[src/hw/rtl/msmul_pkg.sv]
// Shared constants and types of the multiword schoolbook multiplier.
package msmul_pkg;

   localparam int WORD_W        = 32;
   localparam int PROD_W        = 2 * WORD_W;
   localparam int CFG_W         = 6;
   localparam int IDX_W         = 6;
   localparam int REQ_DATA_W    = 2 * WORD_W;
   localparam int RSP_FIELD_W   = WORD_W + IDX_W;
   localparam int RSP_DATA_W    = ((RSP_FIELD_W + 7) / 8) * 8;
   localparam int RSP_PAD_W     = RSP_DATA_W - RSP_FIELD_W;
   localparam int MAX_WORDS_DEF = 32;

   // Sequencer phases.
   typedef enum logic [0:0] {
      PH_LOAD = 1'b0,
      PH_RUN  = 1'b1
   } phase_type;

   // Control that travels with one multiply-accumulate slot.
   typedef struct packed {
      logic valid;
      logic row_first;
      logic col_first;
      logic emit;
      logic a_zero;
      logic b_zero;
   } slot_ctl_type;

   // Shift control for the two operand rings.
   typedef struct packed {
      logic a_shift;
      logic b_shift;
      logic from_input;
   } ring_ctl_type;

endpackage

[src/hw/rtl/msmul_seq.sv]
// Load and row/column sequencer that issues one multiply-accumulate slot per step.
module msmul_seq #(
   parameter int MAX_WORDS = msmul_pkg::MAX_WORDS_DEF
) (
   input  logic                           clock,
   input  logic                           reset,
   input  logic                           csr_we,
   input  logic [$clog2(MAX_WORDS+1)-1:0] n_eff,
   input  logic                           req_valid,
   output logic                           req_ready,
   input  logic                           step,
   output msmul_pkg::ring_ctl_type        ring_ctl,
   output msmul_pkg::slot_ctl_type        slot_ctl
);

   localparam int CNT_W = $clog2(MAX_WORDS + 1);

   msmul_pkg::phase_type state_ff;
   msmul_pkg::phase_type state_in;
   logic [CNT_W-1:0]     loaded_ff;
   logic [CNT_W-1:0]     loaded_in;
   logic [CNT_W-1:0]     row_ff;
   logic [CNT_W-1:0]     row_in;
   logic [CNT_W-1:0]     col_ff;
   logic [CNT_W-1:0]     col_in;

   logic [CNT_W-1:0]     n_last;
   logic                 req_fire;
   logic                 issue;
   logic                 drain_row;
   logic                 col_end;

   // The row after the last operand row only drains the upper product words.
   always_comb begin
      n_last    = n_eff - CNT_W'(1);
      req_fire  = req_valid && req_ready;
      issue     = (state_ff == msmul_pkg::PH_RUN) && step;
      drain_row = (row_ff == n_eff);
      col_end   = drain_row ? (col_ff == n_last) : (col_ff == n_eff);
   end

   // Next phase.
   always_comb begin
      state_in = state_ff;
      if (csr_we) begin
         state_in = msmul_pkg::PH_LOAD;
      end else begin
         case (state_ff)
            msmul_pkg::PH_LOAD: begin
               if (req_fire && (loaded_ff == n_last)) begin
                  state_in = msmul_pkg::PH_RUN;
               end
            end
            msmul_pkg::PH_RUN: begin
               if (issue && drain_row && col_end) begin
                  state_in = msmul_pkg::PH_LOAD;
               end
            end
            default: begin
               state_in = msmul_pkg::PH_LOAD;
            end
         endcase
      end
   end

   // Handshake, ring shifts and slot control for each phase.
   always_comb begin
      req_ready           = 1'b0;
      ring_ctl            = '0;
      slot_ctl            = '0;
      slot_ctl.row_first  = (row_ff == '0);
      slot_ctl.col_first  = (col_ff == '0);
      slot_ctl.emit       = (col_ff == '0) || drain_row;
      slot_ctl.a_zero     = drain_row;
      slot_ctl.b_zero     = (col_ff == n_eff);
      case (state_ff)
         msmul_pkg::PH_LOAD: begin
            req_ready           = 1'b1;
            ring_ctl.from_input = 1'b1;
            ring_ctl.a_shift    = req_fire;
            ring_ctl.b_shift    = req_fire;
         end
         msmul_pkg::PH_RUN: begin
            slot_ctl.valid   = 1'b1;
            ring_ctl.a_shift = issue && !drain_row && (col_ff == n_eff);
            ring_ctl.b_shift = issue && (col_ff != n_eff);
         end
         default: begin
            req_ready = 1'b0;
         end
      endcase
   end

   // Word, row and column counters.
   always_comb begin
      loaded_in = loaded_ff;
      row_in    = row_ff;
      col_in    = col_ff;
      if (csr_we) begin
         loaded_in = '0;
         row_in    = '0;
         col_in    = '0;
      end else begin
         if (req_fire) begin
            loaded_in = (loaded_ff == n_last) ? '0 : loaded_ff + CNT_W'(1);
         end
         if (issue) begin
            if (col_end) begin
               col_in = '0;
               row_in = drain_row ? '0 : row_ff + CNT_W'(1);
            end else begin
               col_in = col_ff + CNT_W'(1);
            end
         end
      end
   end

   always_ff @(posedge clock) begin
      if (reset) begin
         state_ff  <= msmul_pkg::PH_LOAD;
         loaded_ff <= '0;
         row_ff    <= '0;
         col_ff    <= '0;
      end else begin
         state_ff  <= state_in;
         loaded_ff <= loaded_in;
         row_ff    <= row_in;
         col_ff    <= col_in;
      end
   end

endmodule

[config.mk]
export PLATFORM = sky130hd
export DESIGN_NAME = msmul_seq
export DESIGN_NICKNAME = d
export VERILOG_FILES = /design/src/hw/rtl/msmul_pkg.sv /design/src/hw/rtl/msmul_seq.sv
export SDC_FILE = /design/constraint.sdc
export NUM_CORES = 1
export LEC_CHECK = 0
export ABC_AREA = 1
export BUFFER_PORTS_ARGS = -buffer_cell sky130_fd_sc_hd__buf_4
export CAP_MARGIN = 10
export CORE_UTILIZATION = 55
export DETAILED_ROUTE_END_ITERATION = 16
export PLACE_DENSITY = 0.77
export SKIP_LAST_GASP = 1
export SLEW_MARGIN = 40
export SYNTH_ARGS = -nofsm -noshare
export SYNTH_HDL_FRONTEND = slang
export SYNTH_SLANG_ARGS = --single-unit
[constraint.sdc]
create_clock -name clock -period 1.51 [get_ports clock]
set_input_delay 0.0755 -clock clock [delete_from_list [all_inputs] [get_ports clock]]
set_output_delay 0.0755 -clock clock [all_outputs]
set_load 0.05 [all_outputs]
Word-level counts from Yosys, hierarchy flattened
Index checks and enable logic that the tools add are counted.
W data, S select, Z words.
{"block": "totals", "ff_bits": 19, "latch_bits": 0, "ram_bits": 0, "mem_bits_ro": 0, "inputBits": 11, "out_inout_bits": 10, "elab_cells": 38, "n_memories": 0}
{"block": "classes", "add_sub_neg": 4, "mul": 0, "div_mod_pow": 0, "n_lt_le_gt_ge": 0, "eq_ne": 5, "shifts": 0, "n_mux": 10, "n_bitwise": 1, "reduce_logical": 14}
{"cell": "$eq A6 B6 Y1", "count": 4}
{"cell": "$add A6 B1 Y6 const B", "count": 3}
{"cell": "$mux W6", "count": 3}
{"cell": "$logic_not A6 Y1", "count": 2}
{"cell": "$logic_and A1 B1 Y1", "count": 8}
{"cell": "$ne A6 B6 Y1", "count": 1}
{"cell": "$sub A6 B1 Y6 const B", "count": 1}
{"cell": "$mux W1", "count": 5}
{"cell": "$pmux W2 S2", "count": 1}
{"cell": "$pmux W1 S2", "count": 1}
{"cell": "$reduce_and A2 Y1", "count": 1}
{"cell": "$reduce_or A2 Y1", "count": 1}
{"cell": "$logic_not A1 Y1", "count": 1}
{"cell": "$logic_or A1 B1 Y1", "count": 1}
{"cell": "$not A1 Y1", "count": 1}

Logic depth before layout (Yosys ltp)
{"block": "depth", "depth_word": 6, "mapped_depth": 12}

Worst setup path before layout
Ideal clock, no wire load.
{"block": "synth_timing", "path_type": "register -> output", "start": "register col_ff[1]", "end": "output port slot_ctl[2] (netlist name)", "arrival_ns": 2.157, "required_time_ns": 1.434, "slack_ns": -0.723, "path_stages_with_launch": 6, "cell_sequence": "dfxtp_1 -> inv_1 -> ha_1 -> nand3_1 -> nor3_1 -> or2_2"}
{"item": "start: declaration", "line": "msmul_seq.sv:24", "text": "logic [CNT_W-1:0] col_ff;"}
{"item": "start signal: assignment", "line": "msmul_seq.sv:128", "text": "col_ff <= col_in;"}
{"item": "end: declaration", "line": "msmul_seq.sv:13", "text": "output msmul_pkg::slot_ctl_type slot_ctl"}

==> flow_summary.yaml <==
place:
  port_buffers: 20
  place_hpwl_microns: 3270
  place_ws_ns: -0.0809
  gp_congestion: 0.921
cts:
  cts_made_buffers: 3
  cts_hold_buf: 0
  cts_sinks: 19
  cts-root-buf: "clkbuf_4"
  clkTransAtPathRegs_ns: 0.14
  cts_tree: "yes"
  cts_buffer_depth: 2
  cts_max_level: 1
  insertion_delay_ns: 0.32
cells_and_area:
  fill_cells: 89
  area_delta_synth_final_pct: 56.1
  fin_util_pct: 94.4
  nets: 325
  layout-drive-gt1-share_pct: 49.2
  num_antenna_cells: 0
logic_synthesis:
  muxShareOfSynthArea_pct: 0
  avgSynthCellArea_sq_um: 6.39
  synthXorXnorAreaFrac_pct: 9.59
  synth_area_sq_um: 1550
  synth_seq_cells: 19
  synth_top_family_by_area: "simple AND/OR/NAND/NOR gates"
  synth_fp_nets: 260
  yosysSeqAreaShare_pct: 24.5
  synth-compound-area-share_pct: 5.88
  synthSimpleGateAreaFrac_pct: 44.2
  synth_edf_count: 0
  syn_inst: 243
  yosys_warnings: 0
  synth_ff_type: "dfxtp_1"
  synthAdderAreaFrac_pct: 4.83
  synth_cell_types: 25
  synth_async_sr_flop_share_pct: 0
floorplanning:
  core_area_sq_um: 2570
  rows: 18
  die_height_microns: 55.1
  die_w_microns: 55.1
  die_area_sq_um: 3040
  start_util_pct: 60.5
  ios: 21
detailed_routing:
  drcViolationCount: 0
  vias_per_cell: 6.39
  dr.pass1.iters: 5
  ant_nets: 0
  drt_iter0_drc: 220
  wirelength_microns: 6810
  num_vias: 2153
  wl_per_cell_microns: 20.2
min_path:
  min_path_type: "input port to flop"
global_route:
  grt_pass1_wl_microns: 7780
  grt_pass1_vias: 1754
  antenna_found_initial: 0
  globalRouteOverflowTotal: 0
  grt_max_degree: 12
  grt_usage_pct: 37.0
sta:
  setup_viol: 22
  fmax_mhz: 564
  tightest_slew_ns: 0.303
  fin_crit_sh_pct: 117
  whs_ns: 0.0581
  slew_viol_final: 0
  rsz0062_at_grt: "true"
  finalHoldViolCount: 0
  slew_headroom_pct: 79.7
  tns_ns: -3.33
  clock_skew_ns: 0.00586
  period_needed_ns: 1.77
  layout_setup_ws_ns: -0.264
outcome:
  status: "finished, violations left"
  violations: "negative setup slack"
flow_run:
  maxCapViolCount: 0
worst_setup_path:
  crit_arrival_ns: 1.70
  cp.required_ns: 1.43
  critPathCaptureType: "output port"
  critPathKind: "flop to output port"
  crit_fanout: 3
  cp-start-kind: "flop"
power:
  p_leak_uw: 0.00114
  p_per_area_nw_per_um2: 436
  peakVddDrop_v: 0.000511
[repair_timing]
| item | 4_1_cts | 5_1_grt |
|---|---|---|
| resized for setup | 40 | 41 |
| setup endpoints to repair | 7 | 23 |
| pin swaps | 12 | 20 |
| gates cloned | 0 | 1 |
| buffers inserted | 11 | 3 |
[cell families (layout without fill, tap and decap cells)]
| group | after synthesis | after routing |
|---|---|---|
| buffers and inverters | 42 | 105 |
| AOI/OAI and AO/OA | 17 | 17 |
| and+or+nand+nor | 142 | 143 |
| xor gates and xnor gates | 17 | 17 |
| adders and majority gates | 6 | 6 |
| DFF | 19 | 19 |
[routing by layer]
layer  vias up  track usage [%]  share of wire [%]
met2       213             63.7                 44
met3        87             6.01                 12
li1        894                -                  -
met1       959             43.2                 34
met5         -                0                  0
met4         0             20.8                 10
[worst max-delay path, stage by stage (launching register included)]
cell and delay [ns]:
dfxtp_4 0.38, nand2_1 0.12, nand2_2 0.10, a21oi_2 0.16, nand2_2 0.09, nor2_4 0.16
buf_6 0.14, o21ai_4 0.06, buf_6 0.15
[synth_stat cells (3+ instances only)]
cell	number	area share (%)
a21oi_1	12	3.9
buf_4	3	1.5
dfxtp_1	19	24
ha_1	6	4.8
inv_1	32	7.7
inv_2	6	1.5
nand2_1	75	18
nand3_1	23	7.4
nand3_4	3	3.4
nand4_1	5	2.0
nor2_1	15	3.6
nor2_2	3	1.2
nor2_4	3	2.2
nor3_1	5	1.6
o21ai_0	3	0.97
or2_2	6	2.4
xnor2_1	4	2.3
xor2_1	13	7.3
[report_power, final]
group	switching (uW)	total, uW	internal (uW)
Clock	202	302	99.5
Combinational	158	256	97.5
Sequential	4.15	499	495
Total	365	1060	691
[placed cells by master, fill, tap and decap left out, types with 3 or more instances in the layout]
cell | netlist | layout
nor2_4 | 3 | 5
clkbuf_4 | 0 | 3
dfxtp_4 | 0 | 5
inv_4 | 0 | 3
nand2_2 | 1 | 15
nand3_4 | 3 | 5
nand3_1 | 23 | 16
a21oi_2 | 0 | 5
nand4_1 | 5 | 5
or2_4 | 0 | 4
nor2_1 | 15 | 14
inv_2 | 6 | 10
xnor2_1 | 4 | 4
ha_1 | 6 | 4
nand2_1 | 75 | 58
nand2_4 | 1 | 3
xor2_1 | 13 | 12
dfxtp_1 | 19 | 7
buf_6 | 0 | 9
buf_4 | 3 | 50
nand3_2 | 1 | 7
dfxtp_2 | 0 | 7
inv_1 | 32 | 23
a21oi_1 | 12 | 7
[registers in the layout, summed over array words and instances, names as in the netlist]
signal and cells:
row_ff 6, col_ff 6, state_ff 1, loaded_ff 6
[layout make-up]
cell class,instances,area [sq um],area share (%)
Multi-Input combinational cell,183,1240,51.1
Tap cell,30,37.5,1.55
Inverter,38,166,6.87
Sequential cell,19,408,16.8
Clock inverter,1,5.00,0.207
Clock buffer,3,22.5,0.929
Timing Repair Buffer,63,547,22.6
[stage by stage]
step	total power, uW	cells	area [sq um]
finish	1060	337	2420
global placement	713	318	2010
global route	1080	337	2420
detailed placement	717	318	2010
CTS	987	333	2230
floorplan	639	243	1620
[path summary, 6_finish.rpt]
check / end / startpoint / depth (start not counted) / slack (ns)
worst max-delay path: ring_ctl[1] / col_ff[3] / 8 / -0.26
worst min-delay path: loaded_ff[0] / req_valid / 4 / 0.06
worst max register to register: row_ff[2] / col_ff[3] / 10 / -0.22
worst min register to register: col_ff[0] / col_ff[0] / 2 / 0.53
Power figures use the tool's default switching activity.
