[config.mk]
export PLATFORM = sky130hd
export DESIGN_NAME = msmul_cell
export DESIGN_NICKNAME = d
export VERILOG_FILES = /design/src/hw/rtl/msmul_pkg.sv /design/src/hw/rtl/msmul_cell.sv
export SDC_FILE = /design/constraint.sdc
export NUM_CORES = 1
export LEC_CHECK = 0
export BUFFER_PORTS_ARGS = -buffer_cell sky130_fd_sc_hd__clkbuf_2
export CAP_MARGIN = 20
export CORE_MARGIN = 3
export CORE_UTILIZATION = 26
export DETAILED_ROUTE_END_ITERATION = 8
export GPL_TIMING_DRIVEN = 0
export MAX_ROUTING_LAYER = met4
export SLEW_MARGIN = 10
export SYNTH_ARGS = -nofsm -noshare
export SYNTH_HDL_FRONTEND = slang
export SYNTH_SLANG_ARGS = --single-unit
[constraint.sdc]
create_clock -name clock -period 2.6 [get_ports clock]
set_input_delay 0.52 -clock clock [delete_from_list [all_inputs] [get_ports clock]]
set_output_delay 0.52 -clock clock [all_outputs]
set_load 0.1 [all_outputs]
[src/hw/rtl/msmul_pkg.sv]
// Shared constants and types of the multiword schoolbook multiplier.
package msmul_pkg;

   localparam int WORD_W        = 32;
   localparam int PROD_W        = 2 * WORD_W;
   localparam int CFG_W         = 6;
   localparam int IDX_W         = 6;
   localparam int REQ_DATA_W    = 2 * WORD_W;
   localparam int RSP_FIELD_W   = WORD_W + IDX_W;
   localparam int RSP_DATA_W    = ((RSP_FIELD_W + 7) / 8) * 8;
   localparam int RSP_PAD_W     = RSP_DATA_W - RSP_FIELD_W;
   localparam int MAX_WORDS_DEF = 32;

   // Sequencer phases.
   typedef enum logic [0:0] {
      PH_LOAD = 1'b0,
      PH_RUN  = 1'b1
   } phase_type;

   // Control that travels with one multiply-accumulate slot.
   typedef struct packed {
      logic valid;
      logic row_first;
      logic col_first;
      logic emit;
      logic a_zero;
      logic b_zero;
   } slot_ctl_type;

   // Shift control for the two operand rings.
   typedef struct packed {
      logic a_shift;
      logic b_shift;
      logic from_input;
   } ring_ctl_type;

endpackage

[src/hw/rtl/msmul_cell.sv]
// One word cell of a shift chain: holds a word and passes it towards the head.
module msmul_cell (
   input  logic                        clock,
   input  logic                        shift,
   input  logic                        is_tail,
   input  logic [msmul_pkg::WORD_W-1:0] tail_in,
   input  logic [msmul_pkg::WORD_W-1:0] next_in,
   output logic [msmul_pkg::WORD_W-1:0] q
);

   logic [msmul_pkg::WORD_W-1:0] q_ff;
   logic [msmul_pkg::WORD_W-1:0] q_in;

   // The tail cell takes the chain input, every other cell its upper neighbour.
   always_comb begin
      q_in = q_ff;
      if (shift) begin
         q_in = is_tail ? tail_in : next_in;
      end
   end

   always_ff @(posedge clock) begin
      q_ff <= q_in;
   end

   assign q = q_ff;

endmodule

* Word level (Yosys, flattened, before mapping)
Cells that the tools add are included.
** Operators by class
- Mux-type cells :: 1
** Operator list (number)
- 32-bit two-way mux :: 1
** Storage, ports and cells
- Output and inout bits :: 32
- Input bits :: 67
- Bits in registers :: 32
- Logic and storage cells :: 2

* Logic depth before layout (Yosys ltp)
Gate-level depths: netlist of the first run.
- Depth in word-level cells :: 1
- Depth in mapped cells :: 3
- Gate-level depth less buffers :: 1

* Worst setup path after synthesis of the first run
OpenSTA, ideal clock, no wires.
- Path kind :: register -> output
- Start :: register q_ff (netlist bit q[0])
- End :: output port q[0] (netlist name)
- Buffers on the path :: 0
- Required time :: 2.080 ns
- Slack :: 1.176 ns
- Stages on the path, launching flop included :: 1
- Data arrival time :: 0.904 ns
- Cell sequence :: edfxtp_1
** RTL lines
- from (decl) :: line msmul_cell.sv:11 : logic [msmul_pkg::WORD_W-1:0] q_ff;
- from (signal assigned) :: line msmul_cell.sv:23 : q_ff <= q_in;
- to (decl) :: line msmul_cell.sv:8 : output logic [msmul_pkg::WORD_W-1:0] q
No word-level cell between the ends.

* Final worst setup path of the first run
- Start :: register q_ff (netlist bit q[27])
- End :: output port q[27] (netlist name)
No word-level cell between the ends.

==> results of run 1 <==
## path summary, 6_finish.rpt
| path | startpoint | endpoint | slack [ps] | cells after the start |
|---|---|---|---|---|
| setup / recovery | q[27]$_DFFE_PP_ | q[27] | 1010 | 1 |
| hold / removal | next_in[12] | q[12]$_DFFE_PP_ | 540 | 2 |
## report_power, final
part	total [mW]	internal [mW]	switching (mW)
logic	0.532	0.129	0.404
clock network	0.457	0.279	0.178
registers	0.635	0.624	0.0107
total	1.62	1.03	0.592
## through the flow
stage,total power [mW],worst slack [ps]
floorplan,1.074,1176
global placement,1.181,1044
detailed placement,1.184,1038
CTS,1.648,981.6
global route,1.686,960.7
finish,1.624,1010
## cell families after synthesis
logic type / synth area share
flip-flops: 0.6384
buffers and inverters: 0.04738
multiplexers: 0.3142
## area by class of cell
class                      count  area, µm²
fill                         554       3353
timing repair buffer          97      485.5
clock buffer                   5      68.82
buffer                         4      71.32
multi-input combinational     32      473.0
sequential                    32      960.9
tap                           72      90.09
clock inverter                 3      37.54
## synthesized netlist by cell type
cell type	n
edfxtp_1	32
mux2_2	2
buf_6	1
mux2_4	30
buf_12	3
## per-layer routing
layer | track usage | part of all wire
met2 | 0.1575 | 0.50
met5 | - | 0
met4 | 0.04983 | 0.019
met3 | 0.04057 | 0.10
met1 | 0.1034 | 0.38
==> run_results.csv, run 1 <==
group,metric,value,unit
global_route,grt_overflow,0,
worst_setup_path,cp_num_buf_inv,1,
cts,ctsResizeCount,0,
worst_setup_path,cp-start-kind,"flip-flop",
worst_setup_path,critPathSlowestCell,"clkbuf_2",
worst_setup_path,crit_chain,"clkbuf_2",
hold_path,hp-class,"in2reg",
synthesis,syn_inst,68,
timing,clock.fmax,0.6288,GHz
final_layout,final_common_cell,"clkbuf_2",
placement,dpl-instance-area,2081,µm²
detailed_routing,first_pass_iters,3,
cts,clkTransAtPathRegs,70,ps
global_route,grt_pass1_vias,945,
power,p_leak,1.058,nW
detailed_routing,routed_wl,3123,µm
worst_setup_path,arrival,1070,ps
timing,finalSetupTns,0,ps
synthesis,synth_nets,135,
floorplan,die_x,82.09,µm
floorplan,die_h,82.09,µm
final_layout,largest_register_ffs,32,
cts,cts_tree,"built",
final_layout,stdcell_count,245,
global_route,antenna_found_initial,0,
job,maxCapViolCount,0,
synthesis,synth_seq_cells,32,
synthesis,ys_types,5,
synthesis,ys_seq_area_frac,0.6384,
worst_setup_path,slowest_delay,460,ps
timing,grt_setup_unrepaired,"no",
cts,cts_hold_buf,0,
detailed_routing,routed-via-count,973,
floorplan,io_pins,99,
floorplan,dieArea,6738,µm²
timing,slew_viol_final,0,
synthesis,syn_area,1505,µm²
detailed_routing,ant_nets,0,
final_layout,layout_common_cells,"97 x clkbuf_2, 32 x edfxtp_1, 30 x mux2_4",
synthesis,yosys.area.top_type_share,0.6384,
worst_setup_path,worstSetupPathType,"reg2out",
final_layout,final_area,2187,µm²
synthesis,syn_area_per_cell,22.14,µm²
timing,timing.final.crit_share,0.6117,
outcome,status,"complete, no violations",
cts,cts.path.max_buffers,2,
final_layout,final_nets,239,
worst_setup_path,cp_max_fo,1,
floorplan,start_util,0.2717,
detailed_routing,wire_per_inst,12.75,µm
placement,portBuffers,97,
placement,place_inst,237,
timing,worst_slew_pin_slew,817.7,ps
cts,cts_root_buffer,"clkbuf_8",
final_layout,diodes,0,
synthesis,yosysWarningCount,0,
timing,setup_viol,0,
floorplan,rows,27,
detailed_routing,route.detailed.drc,0,
final_layout,syn2layout_area_growth,45.30,%
synthesis,synth.largest_area_cell,"edfxtp_1",
floorplan,design.core.area,5540,µm²
placement,place_congestion,0.6799,
cts,post_cts_buffers,0,
power,vdd_drop_max,263.2,µV
synthesis,synth.area.top_cells,"edfxtp_1 64%, mux2_4 30%, buf_12 4.0%, mux2_2 1.5%, buf_6 0.75%",
cts,h-tree-depth,2,
timing,min_period,1590,ps
worst_setup_path,cp-end-kind,"primary output",
final_layout,drive_above_1_share,0.8035,
worst_setup_path,crit_family,"buffers and inverters",
cts,clock_sinks,32,
global_route,grt_max_degree,33,
cts,cts_buffers,5,
global_route,grtUsageTotal,0.09805,
detailed_routing,drtIter0Drc,19,
final_layout,fin_util,0.3948,
global_route,grt_pass1_wl,4526,µm
detailed_routing,via_per_inst,3.971,
power,p_per_area,742.3,nW/µm²
timing,maxSlewHeadroom,0.4549,
timing,hold_viol,0,
worst_setup_path,worstPathRequired,2080,ps
timing,hold_ws,535.6,ps
(Power assumes the default switching activity.)
==> inputs of run 2 (changes only) <==
--- a/config.mk
+++ b/config.mk
@@ -5,6 +5,7 @@
 export SDC_FILE = /design/constraint.sdc
 export NUM_CORES = 1
 export LEC_CHECK = 0
+export ABC_AREA = 1
 export BUFFER_PORTS_ARGS = -buffer_cell sky130_fd_sc_hd__clkbuf_2
 export CAP_MARGIN = 20
 export CORE_MARGIN = 3
==> constraint.sdc (replaced) <==
create_clock -name clock -period 1.32 [get_ports clock]
set_input_delay 0.264 -clock clock [delete_from_list [all_inputs] [get_ports clock]]
set_output_delay 0.264 -clock clock [all_outputs]
set_load 0.1 [all_outputs]
==> run 2 against run 1 <==
Against the previous run: synthesized cell count is 100% higher; global-route usage up 1.2 points; non-clock buffer count up 3; final cell count up 27%; synthesized area decreased by 3.5%; via count increased by 24%; routed wire length rose by 11%; critical endpoint is now q[3]; largest power group unchanged; highest routed layer unchanged.
==> run_results.csv, run 2 <==
group,metric,value,unit
outcome,status,"complete, no violations",
detailed_routing,wire_per_inst,11.17,µm
power,vdd_drop_max,524.3,µV
worst_setup_path,slowest_delay,420,ps
worst_setup_path,crit_family,"buffers and inverters",
timing,slew_viol_final,0,
synthesis,yosys.area.top_type_share,0.6615,
power,p_clk_frac,0.231,
cts,ctsResizeCount,25,
placement,place_inst,303,
synthesis,synth_nets,203,
timing,setup_ws,52.44,ps
cts,clock_sinks,32,
synthesis,synth.largest_area_cell,"edfxtp_1",
cts,cts_hold_buf,0,
floorplan,io_pins,99,
placement,pre_cts_slack,17.35,ps
timing,finalSetupTns,0,ps
power,intPower,1.819,mW
floorplan,dieArea,6520,µm²
hold_path,hp-class,"in2reg",
global_route,grtUsageTotal,0.1101,
detailed_routing,routed_wl,3473,µm
timing,timing.final.crit_share,0.9603,
placement,place_hpwl,2629,µm
power,p_total,2.989,mW
synthesis,yosysMostFrequentCell,"nand2_1",
worst_setup_path,worstPathRequired,1060,ps
timing,min_period,1268,ps
floorplan,die_h,80.75,µm
cts,cts_root_buffer,"clkbuf_8",
worst_setup_path,worstSetupPathType,"reg2out",
worst_setup_path,critPathLaunch,"q[3]$_DFFE_PP_",
timing,maxSlewHeadroom,0.4611,
final_layout,final_nets,307,
timing,worst_slew_pin_slew,808.3,ps
worst_setup_path,arrival,1000,ps
global_route,grt_pass1_vias,1161,
global_route,antenna_found_initial,0,
cts,cts_buffers,5,
synthesis,syn_area_per_cell,10.68,µm²
synthesis,synth_flop_cell,"edfxtp_1",
final_layout,syn2layout_area_growth,49.44,%
power,comb_power_share,0.350,
synthesis,yosysWarningCount,0,
final_layout,final_common_cell,"nand2_1",
final_layout,stdcell_count,311,
detailed_routing,via_per_inst,3.884,
worst_setup_path,cp-end-kind,"primary output",
cts,post_cts_buffers,0,
power,p_leak,1.105,nW
power,netSwitchingPower,1.170,mW
worst_setup_path,cp_max_fo,1,
detailed_routing,routed-via-count,1208,
worst_setup_path,crit_chain,"buf_2",
synthesis,synth_edf_count,32,
final_layout,diodes,0,
final_layout,layout_common_cells,"86 x nand2_1, 65 x clkbuf_2, 32 x edfxtp_1",
placement,portBuffers,97,
floorplan,start_util,0.2756,
final_layout,drive_above_1_share,0.4979,
placement,place_congestion,0.6909,
final_layout,num-fill-cells,522,
cts,cts.path.max_buffers,2,
job,maxCapViolCount,0,
synthesis,ys_top_cells_by_count,"86 x nand2_1, 32 x edfxtp_1, 10 x nand2_2",
power,sw_frac_of_total,0.3915,
final_layout,largest_register_ffs,32,
worst_setup_path,critPathSlowestCell,"buf_2",
power,pwr-share-seq,0.418,
detailed_routing,drtIter0Drc,40,
floorplan,design.core.area,5270,µm²
synthesis,synth.area.top_cells,"edfxtp_1 66%, nand2_1 22%, nand2_2 4.3%, clkbuf_8 2.8%, buf_6 2.3%",
global_route,grt_pass1_wl,5209,µm
global_route,grt_overflow,0,
synthesis,synth-async-reset-ratio,0,
timing,hold_viol,0,
floorplan,die_x,80.75,µm
synthesis,synth_seq_cells,32,
synthesis,ys_types,7,
cts,clkTransAtPathRegs,60,ps
detailed_routing,route.detailed.drc,0,
cts,cts_tree,"built",
detailed_routing,first_pass_iters,4,
timing,setup_viol,0,
worst_setup_path,cp_num_buf_inv,1,
power,p_per_area,1377,nW/µm²
timing,clock.fmax,0.7889,GHz
floorplan,rows,26,
hold_path,min_from,"next_in[27]",
synthesis,ys_seq_area_frac,0.6615,
global_route,grt_max_degree,33,
synthesis,syn_inst,136,
detailed_routing,ant_nets,0,
timing,grt_setup_unrepaired,"no",
worst_setup_path,cp-start-kind,"flip-flop",
cts,h-tree-depth,2,
synthesis,syn_area,1453,µm²
[run 2: changes by cell type after synthesis]
| cell | delta |
|---|---|
| nand2_1 | +86 |
| clkbuf_8 | +3 |
| inv_8 | +1 |
| mux2_2 | -2 |
| buf_12 | -2 |
| mux2_4 | -30 |
| nand2_2 | +10 |
| buf_6 | +2 |
[run 2: final cells by class]
class / count / area (µm²) / area share
Buffer: 7 / 95.09 / 0.04380
Clock buffer: 7 / 76.32 / 0.03516
Clock inverter: 1 / 3.754 / 0.001729
Inverter: 1 / 11.26 / 0.005187
Multi-Input combinational cell: 96 / 385.4 / 0.1775
Sequential cell: 32 / 960.9 / 0.4427
Tap cell: 70 / 87.58 / 0.04035
Timing Repair Buffer: 97 / 550.5 / 0.2536
[run 2: final timing paths]
check	to	slack (ps)	depth (start not counted)
setup / recovery	q[3]	50	1
hold / removal	q[27]$_DFFE_PP_	250	3
[run 2: power by group through the flow]
stage	Combinational, mW	Clock, mW	Sequential [mW]
finish	1.05	0.692	1.25
global route	1.10	0.774	1.26
CTS	1.06	0.732	1.25
detailed placement	1.02	0	1.27
global placement	1.01	0	1.27
floorplan	0.122	0	1.95
[run 2: per-layer routing]
metal	routed length (µm)	track usage	vias to the layer above
li1	-	-	642
met1	1366	0.1210	508
met2	1756	0.1887	53
met3	301	0.03326	5
met4	49	0.04054	0
met5	0	-	-
[run 2: cell families (layout without fill, tap and decap cells)]
family	count (synthesis)	count (layout)	share of synthesized area
buffers and inverters	8	113	0.07321
flip-flops	32	32	0.6615
AND/OR/NAND/NOR	96	96	0.2653
[run 2: stage by stage]
| stage | utilization | instance area, µm² | hold slack [ps] |
|---|---|---|---|
| after detailed placement | 0.3844 | 2026 | 532.8 |
| final | 0.4119 | 2171 | 249.1 |
| after global placement | 0.3844 | 2026 | 528.1 |
| after CTS | 0.4114 | 2168 | 237.7 |
| after floorplan | - | 1453 | 376.5 |
| after global routing | 0.4119 | 2171 | 241.2 |
