### src/hw/rtl/msmul_pkg.sv
// Shared constants and types of the multiword schoolbook multiplier.
package msmul_pkg;

   localparam int WORD_W        = 32;
   localparam int PROD_W        = 2 * WORD_W;
   localparam int CFG_W         = 6;
   localparam int IDX_W         = 6;
   localparam int REQ_DATA_W    = 2 * WORD_W;
   localparam int RSP_FIELD_W   = WORD_W + IDX_W;
   localparam int RSP_DATA_W    = ((RSP_FIELD_W + 7) / 8) * 8;
   localparam int RSP_PAD_W     = RSP_DATA_W - RSP_FIELD_W;
   localparam int MAX_WORDS_DEF = 32;

   // Sequencer phases.
   typedef enum logic [0:0] {
      PH_LOAD = 1'b0,
      PH_RUN  = 1'b1
   } phase_type;

   // Control that travels with one multiply-accumulate slot.
   typedef struct packed {
      logic valid;
      logic row_first;
      logic col_first;
      logic emit;
      logic a_zero;
      logic b_zero;
   } slot_ctl_type;

   // Shift control for the two operand rings.
   typedef struct packed {
      logic a_shift;
      logic b_shift;
      logic from_input;
   } ring_ctl_type;

endpackage

### src/hw/rtl/msmul_mac.sv
// Shared multiply-accumulate unit with carry loop and result output register.
module msmul_mac #(
   parameter int MAX_WORDS = msmul_pkg::MAX_WORDS_DEF
) (
   input  logic                                clock,
   input  logic                                reset,
   input  logic [$clog2(MAX_WORDS+1)-1:0]      n_eff,
   input  msmul_pkg::slot_ctl_type             slot_ctl,
   input  logic [msmul_pkg::WORD_W-1:0]        a_head,
   input  logic [msmul_pkg::WORD_W-1:0]        b_head,
   input  logic [msmul_pkg::WORD_W-1:0]        line_head,
   output logic                                step,
   output logic                                line_shift,
   output logic [msmul_pkg::WORD_W-1:0]        line_push,
   output logic                                rsp_valid,
   input  logic                                rsp_ready,
   output logic [msmul_pkg::WORD_W-1:0]        rsp_word,
   output logic [msmul_pkg::IDX_W-1:0]         rsp_index,
   output logic                                rsp_last
);

   localparam int CNT_W = $clog2(MAX_WORDS + 1);

   msmul_pkg::slot_ctl_type            s1_ctl_ff;
   msmul_pkg::slot_ctl_type            s1_ctl_in;
   logic [msmul_pkg::PROD_W-1:0]       mul_ff;
   logic [msmul_pkg::PROD_W-1:0]       mul_in;
   logic [msmul_pkg::WORD_W-1:0]       carry_ff;
   logic [msmul_pkg::WORD_W-1:0]       carry_in;
   logic [msmul_pkg::IDX_W-1:0]        idx_ff;
   logic [msmul_pkg::IDX_W-1:0]        idx_in;
   logic                               out_valid_ff;
   logic                               out_valid_in;
   logic [msmul_pkg::WORD_W-1:0]       out_word_ff;
   logic [msmul_pkg::WORD_W-1:0]       out_word_in;
   logic [msmul_pkg::IDX_W-1:0]        out_idx_ff;
   logic [msmul_pkg::IDX_W-1:0]        out_idx_in;
   logic                               out_last_ff;
   logic                               out_last_in;

   logic [msmul_pkg::WORD_W-1:0]       a_sel;
   logic [msmul_pkg::WORD_W-1:0]       b_sel;
   logic [msmul_pkg::WORD_W-1:0]       addend;
   logic [msmul_pkg::WORD_W-1:0]       carry_use;
   logic [msmul_pkg::PROD_W-1:0]       sum;
   logic [msmul_pkg::IDX_W-1:0]        last_idx;
   logic                               emit;
   logic                               emit_fire;
   logic                               s2_fire;
   logic                               idx_is_last;

   // Stage one: gate the operands and form the partial product.
   always_comb begin
      a_sel     = slot_ctl.a_zero ? '0 : a_head;
      b_sel     = slot_ctl.b_zero ? '0 : b_head;
      mul_in    = {{msmul_pkg::WORD_W{1'b0}}, a_sel} * {{msmul_pkg::WORD_W{1'b0}}, b_sel};
      s1_ctl_in = step ? slot_ctl : s1_ctl_ff;
   end

   // Stage two: add the stored product word and the running carry.
   always_comb begin
      addend    = s1_ctl_ff.row_first ? '0 : line_head;
      carry_use = s1_ctl_ff.col_first ? '0 : carry_ff;
      sum       = mul_ff + {{msmul_pkg::WORD_W{1'b0}}, addend}
                         + {{msmul_pkg::WORD_W{1'b0}}, carry_use};
      emit      = s1_ctl_ff.valid && s1_ctl_ff.emit;
      step      = !(emit && out_valid_ff && !rsp_ready);
      s2_fire   = step && s1_ctl_ff.valid;
      emit_fire = step && emit;
      carry_in  = s2_fire ? sum[msmul_pkg::PROD_W-1:msmul_pkg::WORD_W] : carry_ff;
   end

   // The first column of a row yields a final word, so the line gets a zero there.
   assign line_shift = s2_fire;
   assign line_push  = s1_ctl_ff.col_first ? '0 : sum[msmul_pkg::WORD_W-1:0];

   // Result index and output register.
   always_comb begin
      last_idx     = msmul_pkg::IDX_W'({n_eff, 1'b0} - (CNT_W + 1)'(1));
      idx_is_last  = (idx_ff == last_idx);
      idx_in       = idx_ff;
      out_valid_in = out_valid_ff;
      out_word_in  = out_word_ff;
      out_idx_in   = out_idx_ff;
      out_last_in  = out_last_ff;
      if (emit_fire) begin
         idx_in       = idx_is_last ? '0 : idx_ff + msmul_pkg::IDX_W'(1);
         out_valid_in = 1'b1;
         out_word_in  = sum[msmul_pkg::WORD_W-1:0];
         out_idx_in   = idx_ff;
         out_last_in  = idx_is_last;
      end else if (rsp_ready) begin
         out_valid_in = 1'b0;
      end
   end

   always_ff @(posedge clock) begin
      if (reset) begin
         s1_ctl_ff    <= '0;
         idx_ff       <= '0;
         out_valid_ff <= 1'b0;
      end else begin
         s1_ctl_ff    <= s1_ctl_in;
         idx_ff       <= idx_in;
         out_valid_ff <= out_valid_in;
      end
   end

   // Datapath registers.
   always_ff @(posedge clock) begin
      if (step) begin
         mul_ff <= mul_in;
      end
      carry_ff    <= carry_in;
      out_word_ff <= out_word_in;
      out_idx_ff  <= out_idx_in;
      out_last_ff <= out_last_in;
   end

   assign rsp_valid = out_valid_ff;
   assign rsp_word  = out_word_ff;
   assign rsp_index = out_idx_ff;
   assign rsp_last  = out_last_ff;

endmodule

### config.mk
export PLATFORM = sky130hd
export DESIGN_NAME = msmul_mac
export DESIGN_NICKNAME = d
export VERILOG_FILES = /design/src/hw/rtl/msmul_pkg.sv /design/src/hw/rtl/msmul_mac.sv
export SDC_FILE = /design/constraint.sdc
export NUM_CORES = 2
export LEC_CHECK = 0
export ABC_AREA = 1
export BUFFER_PORTS_ARGS = -buffer_cell sky130_fd_sc_hd__buf_4
export CORE_MARGIN = 10
export CORE_UTILIZATION = 42
export CTS_CLUSTER_SIZE = 24
export DETAILED_ROUTE_END_ITERATION = 10
export GPL_TIMING_DRIVEN = 1
export PLACE_DENSITY = 0.64
export SLEW_MARGIN = 5
export SYNTH_ARGS = -nofsm -noshare
export SYNTH_HDL_FRONTEND = slang
export SYNTH_SLANG_ARGS = --single-unit
### constraint.sdc
create_clock -name clock -period 18.44 [get_ports clock]
set_input_delay 0.922 -clock clock [delete_from_list [all_inputs] [get_ports clock]]
set_output_delay 0.922 -clock clock [all_outputs]
set_load 0.005 [all_outputs]
After elaboration in Yosys (flattened, before gate mapping)
Index checks and enable logic that the tools add are counted.
{"block": "word_totals", "word_cells": 33, "in_bits": 111, "out_inout_bits": 74, "register_bits": 146}
{"block": "op_classes", "n_eq_ne": 1, "n_reduce_logical": 8, "addsub": 4, "mul": 1, "mux": 8}
{"op": "$mux W32", "n": 5}
{"op": "$add A64 B32 Y64", "n": 2}
{"op": "$mul A32 B32 Y64", "n": 1}
{"op": "$add A6 B1 Y6 const B", "n": 1}
{"op": "$eq A6 B6 Y1", "n": 1}
{"op": "$mux W6", "n": 1}
{"op": "$sub A6 B1 Y6 const B", "n": 1}
{"op": "$logic_and A1 B1 Y1", "n": 5}
{"op": "$logic_not A1 Y1", "n": 2}
{"op": "$mux W1", "n": 2}
{"op": "$reduce_bool A2 Y1", "n": 1}

Logic depth before layout (Yosys ltp)
{"block": "depth", "ltp_word": 6, "mapped_depth": 34, "ltp_nobuf": 32}

Worst setup path after synthesis
OpenSTA, ideal clock, no wires.
{"block": "synth_timing", "kind": "input to register", "from": "in slot_ctl[1] (netlist bit)", "to": "reg mul_ff[62] (netlist bit) (data pin)", "arrival_ns": 7.015, "setup_ns": 0.252, "required_time_ns": 18.188, "path_buffers": 2, "cell_stages": 29, "setup_slack_ns": 11.173, "path_cell_list": "inv_1 buf_2 nand2_1 inv_1 buf_2 nand2_1 fa_1 inv_1 fa_1 fa_1 inv_1 fa_1 inv_1 fa_1 fa_1 fa_1 inv_1 fa_1 inv_1 ha_1 nand2_1 nor2_1 inv_1 nor2_2 nand2_1 nor3_2 nand2_1 nand3_1 nand2_1"}
{"block": "synth_via", "elab_chain_len": 2}
{"element": "start, declared", "line": "msmul_mac.sv:8", "rtl": "input msmul_pkg::slot_ctl_type slot_ctl,"}
{"element": "$mux W32", "line": "msmul_mac.sv:54", "rtl": "a_sel = slot_ctl.a_zero ? '0 : a_head;"}
{"element": "$mul A32 B32 Y64", "line": "msmul_mac.sv:56", "rtl": "mul_in = {{msmul_pkg::WORD_W{1'b0}}, a_sel} * {{msmul_pkg::WORD_W{1'b0}}, b_sel};"}
{"element": "net mul_in (one bit)", "line": "msmul_mac.sv:27", "rtl": "logic [msmul_pkg::PROD_W-1:0] mul_in;"}
{"element": "end signal, assigned", "line": "msmul_mac.sv:112", "rtl": "mul_ff <= mul_in;"}
{"element": "end, declared", "line": "msmul_mac.sv:26", "rtl": "logic [msmul_pkg::PROD_W-1:0] mul_ff;"}
The timed path passes the listed nets, and every way through them passes these cells.
A chain may end at the register's enable or synchronous reset.

Final worst setup path
{"block": "layout_timing", "from": "in slot_ctl[1] (netlist bit)", "to": "reg mul_ff[60] (netlist bit) (data pin)"}
The elaborated chain is that of the path after synthesis.

==> flow_metrics.tcl <==
set metrics [dict create \
    worst-r2r-setup-slack_ns 14.49 \
    vias 37200 \
    antenna_found_initial 0 \
    ant_nets 0 \
    fillers 10500 \
    drive_gt1_share_pct 6.35 \
    first_global_vias 39000 \
    rsz0062_at_grt "no" \
    synth_cells 5775 \
    ctsHoldBuffers 0 \
    cts_resized 0 \
    hold_violations 0 \
    final_util_pct 45.6 \
    synth_top_family_by_area "adder cells" \
    setup-violations-final 0 \
    hold_depth 0 \
    grt_max_degree 65 \
    whs_endpoint "rsp_index[5]" \
    yosysWarnings 0 \
    synth-edff-count 135 \
    avgRoutedWirePerCell_um 20.5 \
    period_minus_slack_ns 9.38 \
    dp_cells 7253 \
    r2r-end "carry_ff[10]" \
    synth_cell_type_count 36 \
    drt_pre_antenna_iters 6 \
    cts_setup_buffers 0 \
    yosys-mux-area-fraction_pct 0 \
    row_count 119 \
    yosysSeqAreaShare_pct 9.65 \
    hp-start "idx_ff[5]" \
    cts.path.max_buffers 2 \
    syn_area_per_cell_um2 7.67 \
    die_w_um 345 \
    layout.nets 7218 \
    n_antenna_cell 0 \
    crit_arrival_ns 9.56 \
    wl_mm 150 \
    dp_hpwl_mm 122 \
    synth_compound_area_share_pct 1.41 \
    fmax_ghz 0.107 \
    synth_xor_area_share_pct 1.34 \
    grt_pass1_wl_mm 229 \
    cts_tree "yes" \
    core_um2 105000 \
    htreeDepth 4 \
    fin_worst_skew_ns 0.0171 \
    pre_cts_ws_ns 8.75 \
    r2r_cells 13 \
    die_area_um2 119000 \
    drtIter0Drc 2867 \
    synth-simple-area-share_pct 23.0 \
    worst_pin_slew_ns 1.14 \
    post-route-period-util_pct 50.9 \
    synthArstFlopShare_pct 0 \
    maxCapViolCount 0 \
    final_cells 7285 \
    synth_top_area_share_pct 42.0 \
    min_path_type "register to register" \
    clk_pin_slew_ns 0.06 \
    worstSetupStartpointType "primary input" \
    overflow 0 \
    cts_root_buffer "clkbuf_16" \
    syn2layout_area_growth_pct 7.97 \
    setup_ws_ns 9.06 \
    viasPerCell 5.10 \
    die_height_um 345 \
    drc 0 \
    grt_usage_pct 25.5 \
    synth_common_cells "inv_1 (1,468), nand2_1 (1,426), fa_1 (929)" \
    synthTopCellsByArea "fa_1 (42%), inv_1 (12%), nand2_1 (12%), edfxtp_1 (9.1%), ha_1 (8.4%)" \
    port_buffers 183 \
    status "complete, no violations" \
    numCtsBuffers 17 \
    start_util_pct 42.2 \
    slew_violations 0 \
    yosysMostFrequentCell "inv_1" \
    r2r_start "s1_ctl_ff[3]" \
    crit_required_ns 18.62 \
    power.leakage_uw 0.0257 \
    clock-sinks 146 \
    ys.flop_type "edfxtp_1" \
    synth_area_leader_cell "fa_1" \
    worst_setup_path_end_kind "register" \
    crit_type "primary input to register" \
    syn_area_um2 44300 \
    synth_nets 7112 \
    vdd_drop_max_v 0.000121 \
    critPathMaxFanout 32 \
    ys_ff_latch 146 \
    gp_congestion 0.993 \
    clock_latency_ns 0.45 \
    relSlewSlack_pct 23.9 \
    io_pins 185 \
    synth_fa_ha_area_share_pct 50.4 \
    setup_tns_ns 0 \
    power_density_nw_per_um2 124 \
]
==> flip-flops by register name (all words and copies together) (netlist names) <==
signal,count
carry_ff,32
idx_ff,6
mul_ff,64
rsp_index,6
rsp_last,1
rsp_valid,1
rsp_word,32
s1_ctl_ff,4
==> per-layer routing <==
| layer | global-route usage (%) | wire length (um) | vias up |
|---|---|---|---|
| met5 | 0 | 0 | - |
| met4 | 10.8 | 7750 | 0 |
| met3 | 5.18 | 14600 | 402 |
| met2 | 42.7 | 69200 | 1781 |
| met1 | 31.8 | 58100 | 18200 |
| li1 | - | - | 16800 |
==> how the worst max path moves through the flow <==
stage	startpoint	to	slack, ns	cells past startpoint
after floorplan	slot_ctl[1]	mul_ff[62]	11.17	29
after global placement	slot_ctl[1]	mul_ff[60]	8.79	28
after detailed placement	slot_ctl[1]	mul_ff[60]	8.75	28
after CTS	slot_ctl[1]	mul_ff[60]	9.21	28
after global routing	slot_ctl[1]	mul_ff[60]	8.91	28
final	slot_ctl[1]	mul_ff[60]	9.06	28
==> where the power goes <==
| group | leakage [uW] | internal [uW] | switching, uW |
|---|---|---|---|
| clock network | 0.000262 | 176 | 148 |
| registers | 0.00145 | 602 | 104 |
| logic | 0.0240 | 1640 | 3250 |
==> metrics by stage <==
| step | power [uW] | area, um2 | hold slack (ns) |
|---|---|---|---|
| 2_1_floorplan | 3740 | 44300 | 0.468 |
| 3_3_place_gp | 5480 | 47300 | 0.503 |
| 3_5_place_dp | 5520 | 47300 | 0.511 |
| 4_1_cts | 5880 | 47800 | 0.524 |
| 5_1_grt | 6490 | 47800 | 0.532 |
| 6_report | 5920 | 47800 | 0.524 |
==> cell usage in the layout (no fill, tap or decap), drive strengths merged <==
cell type / netlist / layout
a21boi: 2 / 2
a21o: 1 / 1
a21oi: 76 / 76
and2: 6 / 6
and3: 2 / 2
buf: 49 / 254
clkbuf: 118 / 18
clkinv: 19 / 24
clkinvlp: 0 / 3
dfxtp: 11 / 11
edfxtp: 135 / 135
fa: 929 / 929
ha: 297 / 297
inv: 1478 / 1484
nand2: 1446 / 1446
nand3: 124 / 124
nand3b: 8 / 8
nand4: 34 / 34
nor2: 898 / 898
nor3: 38 / 38
nor3b: 1 / 1
nor4: 4 / 4
o21ai: 16 / 16
o21bai: 17 / 17
o22ai: 1 / 1
xnor2: 18 / 18
xor2: 47 / 47
==> worst max-delay path, stage by stage <==
cell	delay (ns)
buf_4	0.08
clkinv_1	0.04
buf_4	0.29
nand2_1	0.84
clkinv_1	1.11
nand2_1	0.37
fa_1	0.47
fa_1	0.54
fa_1	0.49
fa_1	0.54
inv_1	0.06
fa_1	0.58
fa_1	0.44
fa_1	0.55
inv_1	0.06
fa_1	0.55
inv_1	0.06
ha_1	0.37
nand2_1	0.14
inv_1	0.06
a21oi_1	0.20
nand2_1	0.14
nand2_1	0.09
nand2_1	0.06
a21oi_1	0.25
nand2_1	0.08
nand2_1	0.07
nand2_1	0.08
==> layout make-up <==
type                    instances  area, um2  area share, %
multi-input cells            3965      33800           70.5
inverters                    1497       5620           11.7
flip-flops and latches        146       4280           8.94
repair buffers                254       1910           3.99
well taps                    1391       1740           3.64
clock buffers                  18        429          0.897
clock inverters                14        120          0.251
==> logic make-up after synthesis <==
logic type	count (synthesis)
and+or+nand+nor	2561
buffers and inverters	1664
adders and majority gates	1226
DFF	146
AOI/OAI and AO/OA	113
xor gates and xnor gates	65
No activity file was read; power rests on OpenSTA's default activity.
